--- config.mk ---
export PLATFORM = sky130hd
export DESIGN_NAME = cbs_addr_unit
export DESIGN_NICKNAME = d
export VERILOG_FILES = /design/src/rtl/cbs_pkg.sv /design/src/rtl/cbs_addr_unit.sv
export SDC_FILE = /design/constraint.sdc
export NUM_CORES = 1
export LEC_CHECK = 0
export ABC_AREA = 1
export BUFFER_PORTS_ARGS = -buffer_cell sky130_fd_sc_hd__buf_2
export CORE_MARGIN = 2
export CORE_UTILIZATION = 40
export DETAILED_ROUTE_END_ITERATION = 6
export PLACE_DENSITY = 0.74
export SLEW_MARGIN = 0
export SYNTH_ARGS = -nofsm -noshare
export SYNTH_HDL_FRONTEND = slang
export SYNTH_SLANG_ARGS = --single-unit
--- constraint.sdc ---
create_clock -name vclk -period 6.3
set_input_delay 0.945 -clock vclk [all_inputs]
set_output_delay 0.945 -clock vclk [all_outputs]
set_load 0.02 [all_outputs]
--- src/rtl/cbs_pkg.sv ---
package cbs_pkg;

	localparam int CANVAS_WIDTH_DEF  = 320;
	localparam int CANVAS_HEIGHT_DEF = 180;

	// unsigned canvas positions up to 2047, and signed clip arithmetic
	localparam int OPER_W  = 11;
	localparam int COORD_W = 12;

	localparam int CFG_IDX_W = 2;

	localparam logic [7:0] BLANK_COLOUR = 8'd15;
	localparam logic [4:0] MAX_BRUSH    = 5'd16;

	localparam logic [7:0]  PAINT_RESET = 8'd4;
	localparam logic [4:0]  BRUSH_RESET = 5'd4;
	localparam logic [15:0] COUNT_SAT   = 16'hFFFF;

	typedef enum logic [CFG_IDX_W-1:0] {
		REG_PAINT_COLOUR = 2'd0,
		REG_BRUSH_WIDTH  = 2'd1
	} cbs_reg_t;

	typedef enum logic [1:0] {
		CMD_STAMP = 2'd0,
		CMD_CLEAR = 2'd1,
		CMD_READ  = 2'd2,
		CMD_NOP   = 2'd3
	} cbs_cmd_t;

	typedef enum logic [2:0] {
		ST_INIT,
		ST_IDLE,
		ST_CLIP,
		ST_FILL,
		ST_CLEAR,
		ST_READ,
		ST_READ_WAIT,
		ST_DONE
	} cbs_state_t;

endpackage

--- src/rtl/cbs_addr_unit.sv ---
// Shared address unit: addr = y * CANVAS_WIDTH + x
module cbs_addr_unit #(
	parameter int CANVAS_WIDTH  = cbs_pkg::CANVAS_WIDTH_DEF,
	parameter int CANVAS_HEIGHT = cbs_pkg::CANVAS_HEIGHT_DEF,
	localparam int ADDR_W = $clog2(CANVAS_WIDTH * CANVAS_HEIGHT)
) (
	input  logic [cbs_pkg::OPER_W-1:0] y,
	input  logic [cbs_pkg::OPER_W-1:0] x,
	output logic [ADDR_W-1:0]          addr
);

	localparam int FULL_W = 2 * cbs_pkg::OPER_W + 1;

	logic [FULL_W-1:0] full;

	assign full = FULL_W'(y) * FULL_W'(CANVAS_WIDTH) + FULL_W'(x);
	assign addr = full[ADDR_W-1:0];

endmodule

==> flow_summary.yaml <==
outcome:
  status: "finished clean"
critical_path:
  cp-start-kind: "primary input"
  path_class: "in -> out"
  crit_required_ps: 5350
  arrival_ps: 3190
  crit_path_start: "y[1]"
  crit_path_max_fanout: 4
  crit_path_end_kind: "output pin"
routing:
  wl_mm: 1.40
  post_drt_wl_per_cell_um: 8.22
  drtIter0Drc: 6
  num_vias: 771
  drc: 0
  via_per_inst: 4.54
  dr.pass1.iters: 4
  ant_nets: 0
floorplan:
  die_h_um: 48.5
  rows: 16
  die_x_um: 48.5
  start_util_pct: 41.1
  top_level_ports: 38
  die_area_mm2: 0.00235
  core_mm2: 0.00192
grt:
  grt_pass1_wl_mm: 2.42
  use_met2_pct: 21.8
  grtUsageTotal_pct: 12.0
  grt_pass1_vias: 632
  use_met1_pct: 16.2
  grt_max_degree: 6
  grtUsageMet3_pct: 0.926
  grt-ovfl-total: 0
  grt.busiest_layer: "met2"
  antenna_found_initial: 0
worst_hold_path:
  min_from: "x[1]"
  hold_class: "in -> out"
cts:
  cts_setup_buffers: 0
  postCtsHoldBufs: 0
  cts.repair.resized: 0
timing:
  hold_violations: 0
  drv_slew: 0
  tns_ps: 0
  period_minus_slack_ps: 4140
  tightest_slew_ps: 245
  rsz0062_at_grt: "false"
  relSlewSlack_pct: 83.7
  setup_viol: 0
  fmaxAchievable_mhz: 242
  finalCritPeriodShare_pct: 65.7
final_layout:
  final_nets: 187
  seq_cells: 0
  mostFrequentLayoutCells: "nand2_1 (35), buf_2 (25), inv_1 (22), ha_1 (18), nand3_1 (10)"
  layout_commonest_cell: "nand2_1"
  drive_gt1_share_pct: 26.6
  area_delta_synth_final_pct: 14.4
  seq_area_um2: 0
  diodes: 0
  num-clock-buffers: 0
pwr:
  peakVddDrop_mv: 0.0678
  powerDensity_mw_per_mm2: 156
  leakage_nw: 0.563
  finalPower_mw: 0.141
synth:
  synthesis.nets: 166
  avgSynthCellArea_um2: 6.38
  yosys.cell_types.count: 18
  synth_top_area_share_pct: 28.5
  syn_area_um2: 791
  synth_largest_area_cell: "ha_1"
  seq_area_frac_synth_pct: 0
  ys_warn_count: 0
  synthCells: 124
  yosys-top-cells-area: "ha_1 (28%), nand2_1 (17%), inv_1 (10%)"
run:
  drv_cap: 0
placed_design:
  portBuffers: 25
  gp_congestion: 0.807
  hpwlAfterDp_mm: 1.34
[cell type report]
class	count	area, µm²
tap	27	33.8
timing repair buffer	25	125
fill	205	1020
multi-input combinational	95	659
inverter	23	86.3
[critical path, cell delays in order]
cell and delay (ps):
buf_2 120, ha_1 290, ha_1 220, fa_1 450, ha_1 350, nand2_1 80
nor2_1 100, nand2_1 70, nand3_2 80, nand3_2 120, nor2_2 120, nand2_1 50
nand2_1 50, buf_2 150
[power by group]
| part | switching [mW] | total, mW | internal, mW |
|---|---|---|---|
| clock network | 0 | 0 | 0 |
| logic | 0.0872 | 0.141 | 0.0538 |
| registers | 0 | 0 | 0 |
| total | 0.0872 | 0.141 | 0.0538 |
[kinds of logic (layout without fill, tap and decap cells)]
group,after synthesis,after routing,share of synthesized area [%]
AND/OR/NAND/NOR,61,61,36.4
buffers and inverters,29,48,16.6
AO/OA/AOI/OAI,8,8,5.85
adder cells (fa/ha/maj),20,20,33.5
XOR/XNOR,6,6,7.60
[path summary, 6_finish.rpt]
path | end | slack [ps] | cells after the start
max | addr[15] | 2160 | 14
min | addr[1] | 1890 | 0
[routing by layer]
metal,vias to the layer above,part of all wire (%),wire [µm]
met1,327,48,674
met2,15,47,654
met5,-,0,0
met4,0,0.29,4
li1,427,-,-
met3,2,4.7,65
[cell usage after synthesis]
cell / count
xor2_2: 1
xnor2_1: 2
o21bai_1: 2
fa_1: 2
inv_2: 1
nand3_2: 3
buf_4: 6
nand2_2: 7
xor2_1: 3
nor2_2: 1
a21oi_1: 5
nand3b_1: 2
nand2_1: 35
inv_1: 22
nand3_1: 10
nor2_1: 3
a31oi_1: 1
ha_1: 18
[per-stage QoR]
step / instance area (µm²) / setup slack [ps] / hold WS, ps / instances / util, %
2_1_floorplan: 791 / 2390 / 2000 / 124 / -
6_report: 905 / 2160 / 1890 / 170 / 47.1
5_1_grt: 905 / 2000 / 1890 / 170 / 47.1
4_1_cts: 905 / 2140 / 1890 / 170 / 47.1
3_5_place_dp: 905 / 2140 / 1890 / 170 / 47.1
3_3_place_gp: 905 / 2170 / 1890 / 170 / 47.1
(Power assumes the default switching activity.)
